[config.mk]
export PLATFORM = sky130hd
export DESIGN_NAME = mandelbrot_escape_time_pixel_core
export DESIGN_NICKNAME = d
export VERILOG_FILES = /design/src/rtl/mbet_pkg.sv /design/src/rtl/mandelbrot_escape_time_pixel_core.sv
export VERILOG_INCLUDE_DIRS = /design/src /design/src/rtl
export SDC_FILE = /design/constraint.sdc
export NUM_CORES = 2
export LEC_CHECK = 0
export BUFFER_PORTS_ARGS = -buffer_cell sky130_fd_sc_hd__buf_4
export CAP_MARGIN = 20
export CORE_AREA = 2 2 319 321
export DETAILED_ROUTE_END_ITERATION = 8
export DIE_AREA = 0 0 321 323
export PLACE_DENSITY = 0.83
export SKIP_LAST_GASP = 1
export SLEW_MARGIN = 10
export SYNTH_ARGS = -nofsm -noshare
export SYNTH_HDL_FRONTEND = slang
export SYNTH_SLANG_ARGS = --single-unit
[constraint.sdc]
create_clock -name clock -period 11.1 [get_ports clock]
set_input_delay 0.555 -clock clock [delete_from_list [all_inputs] [get_ports clock]]
set_output_delay 0.555 -clock clock [all_outputs]
set_load 0.03 [all_outputs]
[src/rtl/mandelbrot_escape_time_pixel_core_defines.svh]
// ----------------------------------------------------------------------------
// Mandelbrot escape-time pixel core - assertion macros
// Shared concurrent assertion forms for the pixel core.
// ----------------------------------------------------------------------------
`ifndef MANDELBROT_ESCAPE_TIME_PIXEL_CORE_DEFINES_SVH
`define MANDELBROT_ESCAPE_TIME_PIXEL_CORE_DEFINES_SVH

// same-cycle implication
`define MBET_ASSERT_IMPL(label, clk, rst, ante, cons, msg) \
   label: assert property (@(posedge clk) disable iff (rst) (ante) |-> (cons)) \
      else $error(msg);

// next-cycle implication
`define MBET_ASSERT_NEXT(label, clk, rst, ante, cons, msg) \
   label: assert property (@(posedge clk) disable iff (rst) (ante) |=> (cons)) \
      else $error(msg);

`endif

[src/rtl/mbet_pkg.sv]
// ----------------------------------------------------------------------------
// Mandelbrot escape-time pixel core - package
// Widths, register codes, sequencer states, saturation and palette functions.
// ----------------------------------------------------------------------------
package mbet_pkg;

   // default build parameters
   localparam int MAX_ITER_DEF     = 80;
   localparam int FRAME_WIDTH_DEF  = 1920;
   localparam int FRAME_HEIGHT_DEF = 1080;

   // port widths
   localparam int PIX_W       = 11;
   localparam int CSR_IDX_W   = 2;
   localparam int CSR_DATA_W  = 32;
   localparam int COORD_W     = 32;
   localparam int STEP_W      = 25;
   localparam int RAD_W       = 31;
   localparam int COUNT_OUT_W = 7;
   localparam int COLOR_W     = 8;
   localparam int RGB_W       = 3 * COLOR_W;

   // datapath widths
   localparam int OFS_W  = 16;   // 2*index - frame, frame up to 8192
   localparam int PROD_W = 64;   // full signed 32x32 product
   localparam int HI_W   = 40;   // product after the Q24 floor shift
   localparam int WIDE_W = 42;   // sums ahead of saturation
   localparam int FRAC_W = 24;

   // register reset values
   localparam logic signed [COORD_W-1:0] CENTER_X_RST = -32'sd10066330;
   localparam logic signed [COORD_W-1:0] CENTER_Y_RST = 32'sd0;
   localparam logic [STEP_W-1:0]         STEP_RST     = 25'd23967;
   localparam logic [RAD_W-1:0]          RADIUS_RST   = 31'd1677721600;

   // register map
   typedef enum logic [CSR_IDX_W-1:0] {
      CSR_CENTER_X  = 2'd0,
      CSR_CENTER_Y  = 2'd1,
      CSR_PIX_STEP  = 2'd2,
      CSR_ESC_RAD2  = 2'd3
   } csr_index_type;

   // sequencer states
   typedef enum logic [2:0] {
      ST_IDLE,
      ST_SETUP_COL,
      ST_SETUP_ROW,
      ST_ITER_XX,
      ST_ITER_YY,
      ST_ITER_XY,
      ST_FINISH
   } state_type;

   // clamp a wide sum to signed 32 bits
   function automatic logic signed [COORD_W-1:0] sat32(input logic signed [WIDE_W-1:0] v);
      logic signed [WIDE_W-1:0] hi;
      logic signed [WIDE_W-1:0] lo;
      hi = WIDE_W'(64'sd2147483647);
      lo = WIDE_W'(-64'sd2147483648);
      if (v > hi) begin
         sat32 = hi[COORD_W-1:0];
      end else if (v < lo) begin
         sat32 = lo[COORD_W-1:0];
      end else begin
         sat32 = v[COORD_W-1:0];
      end
   endfunction

   // ---- palette, evaluated at elaboration only ----

   localparam logic [63:0] Q28_ONE     = 64'd268435456;
   localparam logic [63:0] Q28_HALF_PI = 64'd421657428;

   // shift-subtract long division
   function automatic logic [63:0] udiv(input logic [63:0] a, input logic [63:0] b);
      logic [63:0] q;
      logic [63:0] r;
      q = '0;
      r = '0;
      for (int i = 63; i >= 0; i--) begin
         r = {r[62:0], a[i]};
         if (r >= b) begin
            r    = r - b;
            q[i] = 1'b1;
         end
      end
      return q;
   endfunction

   // quarter-wave sine of num/den, Q28, odd Taylor series to x^9
   function automatic logic [63:0] quarter_sine(input logic [63:0] num,
                                                input logic [63:0] den);
      logic [63:0] x;
      logic [63:0] x2;
      logic [63:0] u;
      x  = udiv(num * Q28_HALF_PI, den);
      x2 = (x * x) >> 28;
      u  = Q28_ONE - x2 / 72;
      u  = Q28_ONE - ((x2 * u) >> 28) / 42;
      u  = Q28_ONE - ((x2 * u) >> 28) / 20;
      u  = Q28_ONE - ((x2 * u) >> 28) / 6;
      u  = (x * u) >> 28;
      if (u > Q28_ONE) begin
         u = Q28_ONE;
      end
      return u;
   endfunction

   // one channel for phase p in 1/(12*m) turn units
   function automatic logic [COLOR_W-1:0] wave_channel(input logic [63:0] p,
                                                       input logic [63:0] m);
      logic [63:0] full;
      logic [63:0] pm;
      logic [63:0] a;
      logic [63:0] quad;
      logic [63:0] rem;
      logic [63:0] s;
      logic [63:0] level;
      logic [63:0] scaled;
      full = 64'd12 * m;
      pm   = p - udiv(p, full) * full;
      a    = pm * 4;
      quad = udiv(a, full);
      rem  = a - quad * full;
      if (quad == 64'd0 || quad == 64'd2) begin
         s = quarter_sine(rem, full);
      end else begin
         s = quarter_sine(full - rem, full);
      end
      if (quad < 64'd2) begin
         level = Q28_ONE + s;
      end else begin
         level = Q28_ONE - s;
      end
      scaled = (level * 64'd255) >> 29;
      return scaled[COLOR_W-1:0];
   endfunction

   // packed {red, green, blue} for escape round n of m
   function automatic logic [RGB_W-1:0] pal_entry(input logic [63:0] n,
                                                  input logic [63:0] m);
      logic [COLOR_W-1:0] r;
      logic [COLOR_W-1:0] g;
      logic [COLOR_W-1:0] b;
      r = wave_channel(64'd24 * n + 64'd3 * m, m);
      g = wave_channel(64'd36 * n + 64'd2 * m, m);
      b = wave_channel(64'd48 * n, m);
      return {r, g, b};
   endfunction

endpackage

[src/rtl/mandelbrot_escape_time_pixel_core.sv]
// ----------------------------------------------------------------------------
// Mandelbrot escape-time pixel core
// Maps a pixel to a point c, iterates z = z^2 + c in signed Q8.24 on one
// shared 32x32 multiplier and returns escape flag, round count and colour.
// ----------------------------------------------------------------------------
//
//   channel   ports                          handshake
//   -------   -----------------------------  -------------------------------
//   request   req_pixel_col, req_pixel_row   start high while busy low
//   response  rsp_escaped .. rsp_blue        rsp_valid strobe, one cycle
//   csr       csr_index, csr_wdata           csr_write_en, no wait
//
// One beat in, one beat out. The setup states SETUP_COL and SETUP_ROW form c on the
// multiplier, then each round steps through x*x, y*y and x*y on the one multiplier,
// and FINISH raises the registered result strobe. A point that has not escaped
// after MAX_ITER rounds is reported as bound.
// busy falls in the strobe cycle; a new start may be taken there.
// Synchronous reset returns the sequencer to idle and reloads the configuration registers.
// The receiver cannot stall: the result is offered for a single cycle.
// ----------------------------------------------------------------------------
`include "mandelbrot_escape_time_pixel_core_defines.svh"

module mandelbrot_escape_time_pixel_core #(
   parameter int MAX_ITER     = mbet_pkg::MAX_ITER_DEF,
   parameter int FRAME_WIDTH  = mbet_pkg::FRAME_WIDTH_DEF,
   parameter int FRAME_HEIGHT = mbet_pkg::FRAME_HEIGHT_DEF
) (
   input  logic                                 clock,
   input  logic                                 reset,
   // request
   input  logic                                 start,
   output logic                                 busy,
   input  logic [mbet_pkg::PIX_W-1:0]           req_pixel_col,
   input  logic [mbet_pkg::PIX_W-1:0]           req_pixel_row,
   // response
   output logic                                 rsp_valid,
   output logic                                 rsp_escaped,
   output logic [mbet_pkg::COUNT_OUT_W-1:0]     rsp_iter_count,
   output logic [mbet_pkg::COLOR_W-1:0]         rsp_red,
   output logic [mbet_pkg::COLOR_W-1:0]         rsp_green,
   output logic [mbet_pkg::COLOR_W-1:0]         rsp_blue,
   // configuration
   input  logic                                 csr_write_en,
   input  logic [mbet_pkg::CSR_IDX_W-1:0]       csr_index,
   input  logic [mbet_pkg::CSR_DATA_W-1:0]      csr_wdata
);
   import mbet_pkg::*;

   localparam int CNT_W     = $clog2(MAX_ITER + 1);
   localparam int IDX_W     = (MAX_ITER > 1) ? $clog2(MAX_ITER) : 1;
   localparam int PAL_DEPTH = 2 ** IDX_W;

   localparam logic signed [OFS_W-1:0] FRAME_W_S = OFS_W'(FRAME_WIDTH);
   localparam logic signed [OFS_W-1:0] FRAME_H_S = OFS_W'(FRAME_HEIGHT);
   localparam logic [CNT_W-1:0]        LAST_ITER = CNT_W'(MAX_ITER - 1);

   // configuration registers
   logic signed [COORD_W-1:0] center_x_ff;
   logic signed [COORD_W-1:0] center_y_ff;
   logic [STEP_W-1:0]         pixel_step_ff;
   logic [RAD_W-1:0]          esc_rad2_ff;

   // sequencer and datapath
   state_type                 state_ff, state_in;
   logic                      first_ff, first_in;
   logic                      esc_ff, esc_in;
   logic [CNT_W-1:0]          n_ff, n_in;
   logic signed [OFS_W-1:0]   dcol_ff, dcol_in;
   logic signed [OFS_W-1:0]   drow_ff, drow_in;
   logic signed [COORD_W-1:0] x_ff, x_in;
   logic signed [COORD_W-1:0] y_ff, y_in;
   logic signed [COORD_W-1:0] cx_ff, cx_in;
   logic signed [COORD_W-1:0] cy_ff, cy_in;
   logic signed [HI_W-1:0]    x2_ff, x2_in;
   logic signed [PROD_W-1:0]  prod_ff, prod_in;

   // response registers
   logic                      rsp_valid_ff, rsp_valid_in;
   logic                      rsp_escaped_ff;
   logic [COUNT_OUT_W-1:0]    rsp_count_ff;
   logic [RGB_W-1:0]          rsp_rgb_ff, rsp_rgb_in;

   // shared multiplier operands
   logic signed [COORD_W-1:0] mul_a;
   logic signed [COORD_W-1:0] mul_b;

   logic signed [HI_W-1:0]     prod_hi;
   logic signed [WIDE_W-1:0]   half_ofs;
   logic signed [COORD_W-1:0]  col_coord;
   logic signed [COORD_W-1:0]  row_coord;
   logic signed [HI_W:0]       r2;
   logic                       escape_now;
   logic signed [COORD_W-1:0]  x_next;
   logic signed [COORD_W-1:0]  y_next;
   logic [CNT_W+COUNT_OUT_W-1:0] count_ext;

   // palette table, built at elaboration
   logic [RGB_W-1:0] pal_rom [PAL_DEPTH];

   genvar gi;
   generate
      for (gi = 0; gi < PAL_DEPTH; gi++) begin : g_pal
         localparam logic [RGB_W-1:0] ENTRY =
            (gi < MAX_ITER) ? pal_entry(64'(gi), 64'(MAX_ITER)) : '0;
         assign pal_rom[gi] = ENTRY;
      end
   endgenerate

   // shared 32x32 signed multiplier, registered output
   assign prod_in = PROD_W'(mul_a) * PROD_W'(mul_b);

   // Q24 floor of the registered product
   assign prod_hi = prod_ff[PROD_W-1:FRAC_W];

   // pixel offset: floor of (2*index - frame) * step / 2
   assign half_ofs  = {prod_ff[WIDE_W-1], prod_ff[WIDE_W-1:1]};
   assign col_coord = sat32({{(WIDE_W-COORD_W){center_x_ff[COORD_W-1]}}, center_x_ff}
                            + half_ofs);
   assign row_coord = sat32({{(WIDE_W-COORD_W){center_y_ff[COORD_W-1]}}, center_y_ff}
                            + half_ofs);

   // escape test on x^2 + y^2, prod_hi holds y^2 here
   assign r2         = {prod_hi[HI_W-1], prod_hi} + {x2_ff[HI_W-1], x2_ff};
   assign escape_now = r2 > $signed({{(HI_W+1-RAD_W){1'b0}}, esc_rad2_ff});

   // next iterate, saturated
   assign x_next = sat32({{(WIDE_W-HI_W){x2_ff[HI_W-1]}}, x2_ff}
                         - {{(WIDE_W-HI_W){prod_hi[HI_W-1]}}, prod_hi}
                         + {{(WIDE_W-COORD_W){cx_ff[COORD_W-1]}}, cx_ff});
   assign y_next = sat32({prod_hi[HI_W-1], prod_hi, 1'b0}
                         + {{(WIDE_W-COORD_W){cy_ff[COORD_W-1]}}, cy_ff});

   // count masked to the port width
   assign count_ext = {{COUNT_OUT_W{1'b0}}, n_ff};

   // sequencer, operand select and next values
   always_comb begin
      state_in     = state_ff;
      first_in     = first_ff;
      esc_in       = esc_ff;
      n_in         = n_ff;
      dcol_in      = dcol_ff;
      drow_in      = drow_ff;
      x_in         = x_ff;
      y_in         = y_ff;
      cx_in        = cx_ff;
      cy_in        = cy_ff;
      x2_in        = x2_ff;
      mul_a        = x_ff;
      mul_b        = y_ff;
      rsp_valid_in = 1'b0;
      rsp_rgb_in   = '0;
      unique case (state_ff)
         ST_IDLE: begin
            if (start) begin
               dcol_in  = $signed({{(OFS_W-PIX_W-1){1'b0}}, req_pixel_col, 1'b0}) - FRAME_W_S;
               drow_in  = $signed({{(OFS_W-PIX_W-1){1'b0}}, req_pixel_row, 1'b0}) - FRAME_H_S;
               n_in     = '0;
               esc_in   = 1'b0;
               state_in = ST_SETUP_COL;
            end
         end
         ST_SETUP_COL: begin
            mul_a    = {{(COORD_W-OFS_W){dcol_ff[OFS_W-1]}}, dcol_ff};
            mul_b    = {{(COORD_W-STEP_W){1'b0}}, pixel_step_ff};
            state_in = ST_SETUP_ROW;
         end
         ST_SETUP_ROW: begin
            mul_a    = {{(COORD_W-OFS_W){drow_ff[OFS_W-1]}}, drow_ff};
            mul_b    = {{(COORD_W-STEP_W){1'b0}}, pixel_step_ff};
            cx_in    = col_coord;
            x_in     = col_coord;
            first_in = 1'b1;
            state_in = ST_ITER_XX;
         end
         ST_ITER_XX: begin
            // product register holds the row offset first, x*y afterwards
            mul_a    = x_ff;
            mul_b    = x_ff;
            first_in = 1'b0;
            if (first_ff) begin
               y_in  = row_coord;
               cy_in = row_coord;
            end else begin
               y_in  = y_next;
            end
            state_in = ST_ITER_YY;
         end
         ST_ITER_YY: begin
            mul_a    = y_ff;
            mul_b    = y_ff;
            x2_in    = prod_hi;
            state_in = ST_ITER_XY;
         end
         ST_ITER_XY: begin
            mul_a = x_ff;
            mul_b = y_ff;
            if (escape_now) begin
               esc_in   = 1'b1;
               state_in = ST_FINISH;
            end else begin
               x_in = x_next;
               n_in = n_ff + 1'b1;
               if (n_ff == LAST_ITER) begin
                  state_in = ST_FINISH;
               end else begin
                  state_in = ST_ITER_XX;
               end
            end
         end
         ST_FINISH: begin
            rsp_valid_in = 1'b1;
            if (esc_ff) begin
               rsp_rgb_in = pal_rom[n_ff[IDX_W-1:0]];
            end
            state_in = ST_IDLE;
         end
         default: begin
            state_in = ST_IDLE;
         end
      endcase
   end

   // control state and configuration registers
   always_ff @(posedge clock) begin
      if (reset) begin
         state_ff      <= ST_IDLE;
         first_ff      <= 1'b0;
         rsp_valid_ff  <= 1'b0;
         center_x_ff   <= CENTER_X_RST;
         center_y_ff   <= CENTER_Y_RST;
         pixel_step_ff <= STEP_RST;
         esc_rad2_ff   <= RADIUS_RST;
      end else begin
         state_ff     <= state_in;
         first_ff     <= first_in;
         rsp_valid_ff <= rsp_valid_in;
         if (csr_write_en) begin
            unique case (csr_index)
               CSR_CENTER_X: center_x_ff   <= csr_wdata;
               CSR_CENTER_Y: center_y_ff   <= csr_wdata;
               CSR_PIX_STEP: pixel_step_ff <= csr_wdata[STEP_W-1:0];
               CSR_ESC_RAD2: esc_rad2_ff   <= csr_wdata[RAD_W-1:0];
               default:      center_x_ff   <= center_x_ff;
            endcase
         end
      end
   end

   // datapath and response payload
   always_ff @(posedge clock) begin
      esc_ff  <= esc_in;
      n_ff    <= n_in;
      dcol_ff <= dcol_in;
      drow_ff <= drow_in;
      x_ff    <= x_in;
      y_ff    <= y_in;
      cx_ff   <= cx_in;
      cy_ff   <= cy_in;
      x2_ff   <= x2_in;
      prod_ff <= prod_in;
      if (rsp_valid_in) begin
         rsp_escaped_ff <= esc_ff;
         rsp_count_ff   <= count_ext[COUNT_OUT_W-1:0];
         rsp_rgb_ff     <= rsp_rgb_in;
      end
   end

   assign busy           = (state_ff != ST_IDLE);
   assign rsp_valid      = rsp_valid_ff;
   assign rsp_escaped    = rsp_escaped_ff;
   assign rsp_iter_count = rsp_count_ff;
   assign rsp_red        = rsp_rgb_ff[RGB_W-1 -: COLOR_W];
   assign rsp_green      = rsp_rgb_ff[COLOR_W +: COLOR_W];
   assign rsp_blue       = rsp_rgb_ff[COLOR_W-1:0];

   // checks
   `MBET_ASSERT_NEXT(a_accept_starts_setup, clock, reset, start && !busy,
      state_ff == ST_SETUP_COL, "accepted beat did not enter setup")
   `MBET_ASSERT_IMPL(a_strobe_when_idle, clock, reset, rsp_valid,
      state_ff == ST_IDLE, "result strobe outside idle")
   `MBET_ASSERT_IMPL(a_bound_is_black, clock, reset, rsp_valid && !rsp_escaped,
      rsp_red == '0 && rsp_green == '0 && rsp_blue == '0, "bound point not black")
   `MBET_ASSERT_IMPL(a_round_in_range, clock, reset,
      state_ff == ST_ITER_XX || state_ff == ST_ITER_YY || state_ff == ST_ITER_XY,
      n_ff < CNT_W'(MAX_ITER), "round counter past the limit")
   `MBET_ASSERT_IMPL(a_escape_round_in_range, clock, reset, state_ff == ST_FINISH && esc_ff,
      n_ff < CNT_W'(MAX_ITER), "escape round past the limit")

endmodule

# After elaboration in Yosys (flattened, before gate mapping)

Memories as Yosys holds them, arrays and structs flattened. A register that Yosys moved wholly into a read port is not among the register bits.
Index checks and enable logic that the tools add are counted.

Bits in registers: 405
Word-level logic and storage cells: 96
Bits in read-only memories: 3072
Memories kept: 1
Output and inout port bits: 34
Input port bits: 60

Memories:

| name            | words | bits a word | rd ports | clocked after Yosys merged registers in | wr ports | RTL line                                 | RTL |
|---|---|---|---|---|---|---|---|
| (no name shown) | 128   | 24          | 1        | 1                                       | 0        | mandelbrot_escape_time_pixel_core.sv:214 | `rsp_rgb_in = pal_rom[n_ff[IDX_W-1:0]];` |

Multiply operators: 1
Equality and inequality tests: 13
Reduce and logical (&&, ||, !) cells: 18
Multiplexer cells: 25
Add/subtract/negate cells: 9
Bitwise gates (word level): 1
$lt $le $gt $ge: 9

Operators by type and width:

| cell                     | number |
|---|---|
| $mux W32                 | 10 |
| $gt A42 B32 Y1 const B   | 4 |
| $lt A42 B32 Y1 const B   | 4 |
| $pmux W32 S2             | 2 |
| $pmux W32 S3             | 1 |
| $add A32 B41 Y42         | 2 |
| $add A41 B32 Y42         | 2 |
| $mul A32 B32 Y64         | 1 |
| $add A40 B40 Y41         | 1 |
| $gt A41 B32 Y1           | 1 |
| $sub A40 B40 Y41         | 1 |
| $sub A12 B11 Y13 const B | 2 |
| $pmux W3 S6              | 1 |
| $reduce_and A2 Y1        | 8 |
| $mux W7                  | 2 |
| $pmux W7 S2              | 1 |
| $eq A3 B3 Y1 const B     | 3 |
| $mux W3                  | 3 |
| $not A7 Y8               | 1 |
| $add A7 B1 Y7 const B    | 1 |
| $eq A7 B7 Y1 const B     | 1 |
| $eq A3 B2 Y1 const B     | 2 |
| $ne A2 B2 Y1 const B     | 3 |
| $reduce_and A3 Y1        | 2 |
| 11 further kinds         | 17 |

# Longest topological paths before layout

Depth in word-level cells: 7
Depth in mapped cells: 37
Gate-level depth less buffers: 34

# Least setup slack after synthesis

No wires, ideal clock.

Path type: register to register
Start: register state_ff[2]
End: register prod_ff[62]
Data required time: 10.982 ns
Arrival time: 9.977 ns
Setup time: 0.118 ns
Clock period less this slack: 10.095 ns
Path slack: 1.005 ns
Buffers on the path: 4
Cell stages (with the launch flop): 34
Cells stage by stage: dfxtp_1 > clkbuf_1 > inv_1 > nor3_1 > clkbuf_1 > clkbuf_1 > a221oi_1 > clkbuf_1 > nor2_1 > fa_1 > fa_1 > fa_1 > inv_1 > fa_1 > inv_1 > fa_1 > inv_1 > fa_1 > inv_1 > fa_1 > fa_1 > ha_1 > o21ai_0 > a211oi_1 > a221oi_1 > and3_1 > a21oi_1 > a311oi_1 > o41ai_1 > a21oi_1 > o21a_1 > o21ai_0 > a21oi_1 > xnor2_1

Cells in the longest elaborated chain, start to end: 4
Elaborated cells between the ends (all ways): 8
Classes of those cells: 1 x mul; 4 x eq/ne; 2 x mux; 1 x reduce/logical

RTL lines:

| item                                         | RTL line                                 | RTL |
|---|---|---|
| start: declaration                           | mandelbrot_escape_time_pixel_core.sv:64  | `state_type state_ff, state_in;` |
| start signal: assignment                     | mandelbrot_escape_time_pixel_core.sv:235 | `state_ff <= state_in;` |
| $eq A3 B2 Y1 or $eq A3 B1 Y1 (tied branches) | mandelbrot_escape_time_pixel_core.sv:153 | `unique case (state_ff)` |
| $reduce_or A2 Y1 (no line)                   | -                                        |  |
| $pmux W32 S2                                 | mandelbrot_escape_time_pixel_core.sv:153 |  |
| $mul A32 B32 Y64 (*)                         | mandelbrot_escape_time_pixel_core.sv:110 | `assign prod_in = PROD_W'(mul_a) * PROD_W'(mul_b);` |
| via prod_in[62]                              | mandelbrot_escape_time_pixel_core.sv:75  | `logic signed [PROD_W-1:0] prod_ff, prod_in;` |
| end signal: assignment                       | mandelbrot_escape_time_pixel_core.sv:261 | `prod_ff <= prod_in;` |
| end: declaration                             | mandelbrot_escape_time_pixel_core.sv:75  |  |

Mark *: on every way through the listed nets, which the timed path passes. The rest lies on a longest branch.
A chain may end at the register's enable or synchronous reset.

# Worst setup path after layout

Start: register state_ff[1]
End: register prod_ff[59]

The elaborated chain is that of the path after synthesis.

==> Implementation_results.wiki <==
{| class="wikitable"
! Metric !! Value
|-
| Effective utilization at floorplan || 0.660
|-
| Number of setup buffers added after CTS || 0
|-
| Critical path class || flip-flop to flip-flop
|-
| Element type at the critical path start || flip-flop
|-
| Number of CTS-inserted buffers || 47
|-
| Pin count of the biggest net entering global routing || 101
|-
| 1st-pass router iterations || 7
|-
| Routed Antenna Nets || 0
|-
| Min Clock Period, post-route || 10.72 ns
|-
| Status || complete, no violations
|-
| DRC viols || 0
|-
| RePlAce Congestion || 1.06
|-
| Crit path capture type || flip-flop
|-
| Die span in x || 321 microns
|-
| Number of nets produced by synthesis || 9263
|-
| Reg-to-reg slack, setup || 0.38 ns
|-
| Post-Syn Area || 66500 sq um
|-
| Flop and latch count out of synthesis || 420
|-
| Vias in the first global route || 57000
|-
| Number of flops mapped to enable cells by yosys || 232
|-
| Worst endpoint required time || 11.67 ns
|-
| Share of the synthesized area in the top cell type || 0.339
|-
| Max-slew headroom at the worst pin || 0.112
|-
| Crit share post-route || 0.966
|-
| Number of gates resized after cts || 0
|-
| Actual slew at the worst max-slew pin || 1.33 ns
|-
| Number of nets in the layout || 9223
|-
| Crit-path most repeated cell || sky130_fd_sc_hd__fa_1
|-
| Cell chosen for the clock root || sky130_fd_sc_hd__clkbuf_16
|-
| Post-detailed-placement half-perimeter wirelength || 173000 microns
|-
| Worst Clk Skew || 0.0467 ns
|-
| Critical-path maximum fanout || 13
|-
| Worst setup path endpoint || prod_ff[59]
|-
| Commonest cells after routing, fill and taps aside || sky130_fd_sc_hd__inv_1 (1209), sky130_fd_sc_hd__fa_1 (1126), sky130_fd_sc_hd__nand2_1 (1049)
|-
| Gate Count Post-Synth || 7631
|-
| Worst min path class || input port to flip-flop
|-
| Area leader, netlist || sky130_fd_sc_hd__fa_1
|-
| Aggregate global routing overflow || 0
|-
| Launching element of the worst setup path || state_ff[1]
|-
| Most common library cell in the layout ignoring fill and taps || sky130_fd_sc_hd__inv_1
|-
| Iteration-0 DRC Markers || 6894
|-
| Synthesis warning total || 0
|-
| Number of buffers added to fix hold violations after cts || 0
|-
| Proportion of synthesized chip area in sequential cells || 0.161
|-
| Die Height || 323 microns
|-
| Commonest register cell after synthesis || sky130_fd_sc_hd__edfxtp_1
|-
| Area added between synthesis and finish || 6.47%
|-
| Number of sinks handled by clock tree synthesis || 420
|-
| Max Clock Freq || 0.0933 GHz
|-
| Global Route Usage Sum || 0.424
|-
| TritonCTS clock tree || yes
|-
| Number of different library cells in the post-synthesis netlist || 88
|-
| Maximum cell stage delay along the critical path || 0.77 ns
|-
| Data arrival time of the worst path || 11.29 ns
|-
| Slowest CP cell || sky130_fd_sc_hd__o21a_1
|-
| Vias || 57000
|-
| H-tree lvl count || 2
|-
| Core Box Area || 101000 sq um
|-
| Average vias per placed instance || 6.38
|-
| Number of input and output port buffers inserted || 93
|-
| Wirelength, routed || 216000 microns
|-
| Row cnt || 117
|-
| Post-route setup TNS || 0 ns
|-
| Max-capacitance violation count || 0
|-
| Setup Viol. Count Final || 0
|-
| Leading cell types by total area after synthesis || sky130_fd_sc_hd__fa_1 (34%), sky130_fd_sc_hd__edfxtp_1 (10%), sky130_fd_sc_hd__ha_1 (8.4%)
|-
| Number of max-slew violations in the final report || 0
|-
| Antenna violations before repair || 6
|-
| Fraction of registers with async set or reset after synthesis || 0
|-
| FF-to-FF Start || state_ff[1]
|-
| Average detailed-routed wire length per instance || 24.1 microns
|-
| Worst-path clk slew || 0.06 ns
|-
| Worst reg2reg endpoint || prod_ff[59]
|-
| Syn avg cell area || 8.72 sq um
|-
| First-pass GRT wire length || 334000 microns
|-
| Worst reg2reg path depth || 30
|-
| Final count of hold timing violations || 0
|-
| Layout cells sized above 1 || 0.0590
|-
| Later-pin clock latency in the skew report || 0.64 ns
|-
| IO Count || 94
|-
| RSZ-0062 raised after global routing || no
|-
| Deepest clock path buffer count || 3
|-
| Total Die Area || 104000 sq um
|}
## critical path, delay by kind of cell, from the launching register on
family / cells / cell delay (ns)
flip-flops: 1 / 0.58
AO/OA/AOI/OAI: 11 / 3.45
multiplexers: 1 / 0.22
adder cells (fa/ha/maj): 9 / 4.50
buffers and inverters: 5 / 1.05
AND/OR/NAND/NOR: 3 / 0.75
XOR/XNOR: 1 / 0.13
## registers in the layout, summed over array words and instances (netlist names), 24 cells and up
signal / count
rsp_rgb_ff: 24
center_x_ff: 32
x_ff: 32
prod_ff: 63
center_y_ff: 32
cy_ff: 32
x2_ff: 40
esc_rad2_ff: 31
cx_ff: 32
y_ff: 32
pixel_step_ff: 25
## cells in the mapped netlist (25+ instances only)
| cell type | instances |
|---|---|
| sky130_fd_sc_hd__inv_1 | 1209 |
| sky130_fd_sc_hd__fa_1 | 1126 |
| sky130_fd_sc_hd__nand2_1 | 1049 |
| sky130_fd_sc_hd__nor2_1 | 810 |
| sky130_fd_sc_hd__ha_1 | 446 |
| sky130_fd_sc_hd__a21oi_1 | 444 |
| sky130_fd_sc_hd__clkbuf_1 | 332 |
| sky130_fd_sc_hd__o21ai_0 | 279 |
| sky130_fd_sc_hd__edfxtp_1 | 232 |
| sky130_fd_sc_hd__dfxtp_1 | 188 |
| sky130_fd_sc_hd__xnor2_1 | 152 |
| sky130_fd_sc_hd__a21o_1 | 130 |
| sky130_fd_sc_hd__xor2_1 | 96 |
| sky130_fd_sc_hd__a22oi_1 | 82 |
| sky130_fd_sc_hd__nand3_1 | 78 |
| sky130_fd_sc_hd__nor3_1 | 68 |
| sky130_fd_sc_hd__a211oi_1 | 58 |
| sky130_fd_sc_hd__and2_1 | 55 |
| sky130_fd_sc_hd__nand4_1 | 49 |
| sky130_fd_sc_hd__o21a_1 | 46 |
| sky130_fd_sc_hd__nand2b_1 | 45 |
| sky130_fd_sc_hd__o21bai_1 | 44 |
| sky130_fd_sc_hd__o211ai_1 | 39 |
| sky130_fd_sc_hd__nand3b_1 | 37 |
| sky130_fd_sc_hd__a31oi_1 | 35 |
| sky130_fd_sc_hd__nor2b_1 | 32 |
| sky130_fd_sc_hd__o22ai_1 | 32 |
| sky130_fd_sc_hd__a221oi_1 | 31 |
| sky130_fd_sc_hd__mux2i_1 | 31 |
| sky130_fd_sc_hd__and3_1 | 28 |
| sky130_fd_sc_hd__buf_1 | 25 |
| sky130_fd_sc_hd__o22a_1 | 25 |
## per-layer routing
layer,global-route usage,part of all wire
met3,0.117,0.13
met1,0.550,0.36
met2,0.639,0.43
met4,0.252,0.073
met5,0.00417,0.00045
## cell type report
class	count	area, sq um
multi-input combinational	5629	50100
clock inverter	33	359
inverter	1212	4550
clock buffer	55	1260
tap	1309	1640
sequential	420	10700
timing repair buffer	281	2160
fill	7723	29900
antenna	2	5.00
## through the flow
stage                      util  hold WS [ns]  area [sq um]  setup slack (ns)  instances
final                     0.703         0.100         70800             0.378       8941
after global routing      0.703        0.0886         70800             0.187       8939
after CTS                 0.702        0.0805         70700             0.406       8934
after global placement    0.686         0.445         69100             0.513       8845
after detailed placement  0.686         0.450         69100             0.401       8846
after floorplan               -         0.424         66500              1.01       7631
## kinds of logic (layout without fill, tap and decap cells)
family | after synthesis | count (layout) | share of synthesized area
fa+ha+maj | 1572 | 1572 | 0.423
xor+xnor | 248 | 248 | 0.0327
simple gates | 2326 | 2326 | 0.148
mux | 37 | 37 | 0.00585
flops | 420 | 420 | 0.161
other cells | 0 | 2 | 0
buf+inv | 1582 | 1581 | 0.0896
compound gates | 1446 | 1446 | 0.140
## worst min-delay path by stage
stage / startpoint / endpoint / slack (ns) / cells after the start
4_1_cts: req_pixel_row[0] / drow_ff[1] / 0.08 / 1
3_5_place_dp: esc_rad2_ff[13] / esc_rad2_ff[13] / 0.45 / 2
2_1_floorplan: n_ff[3] / rsp_iter_count[3] / 0.42 / 0
3_3_place_gp: esc_rad2_ff[11] / esc_rad2_ff[11] / 0.44 / 2
5_1_grt: req_pixel_row[0] / drow_ff[1] / 0.09 / 1
6_report: req_pixel_row[0] / drow_ff[1] / 0.10 / 1
Power is not shown: default switching activity piles up to over one toggle a cycle in this logic, so the estimate is an artifact.
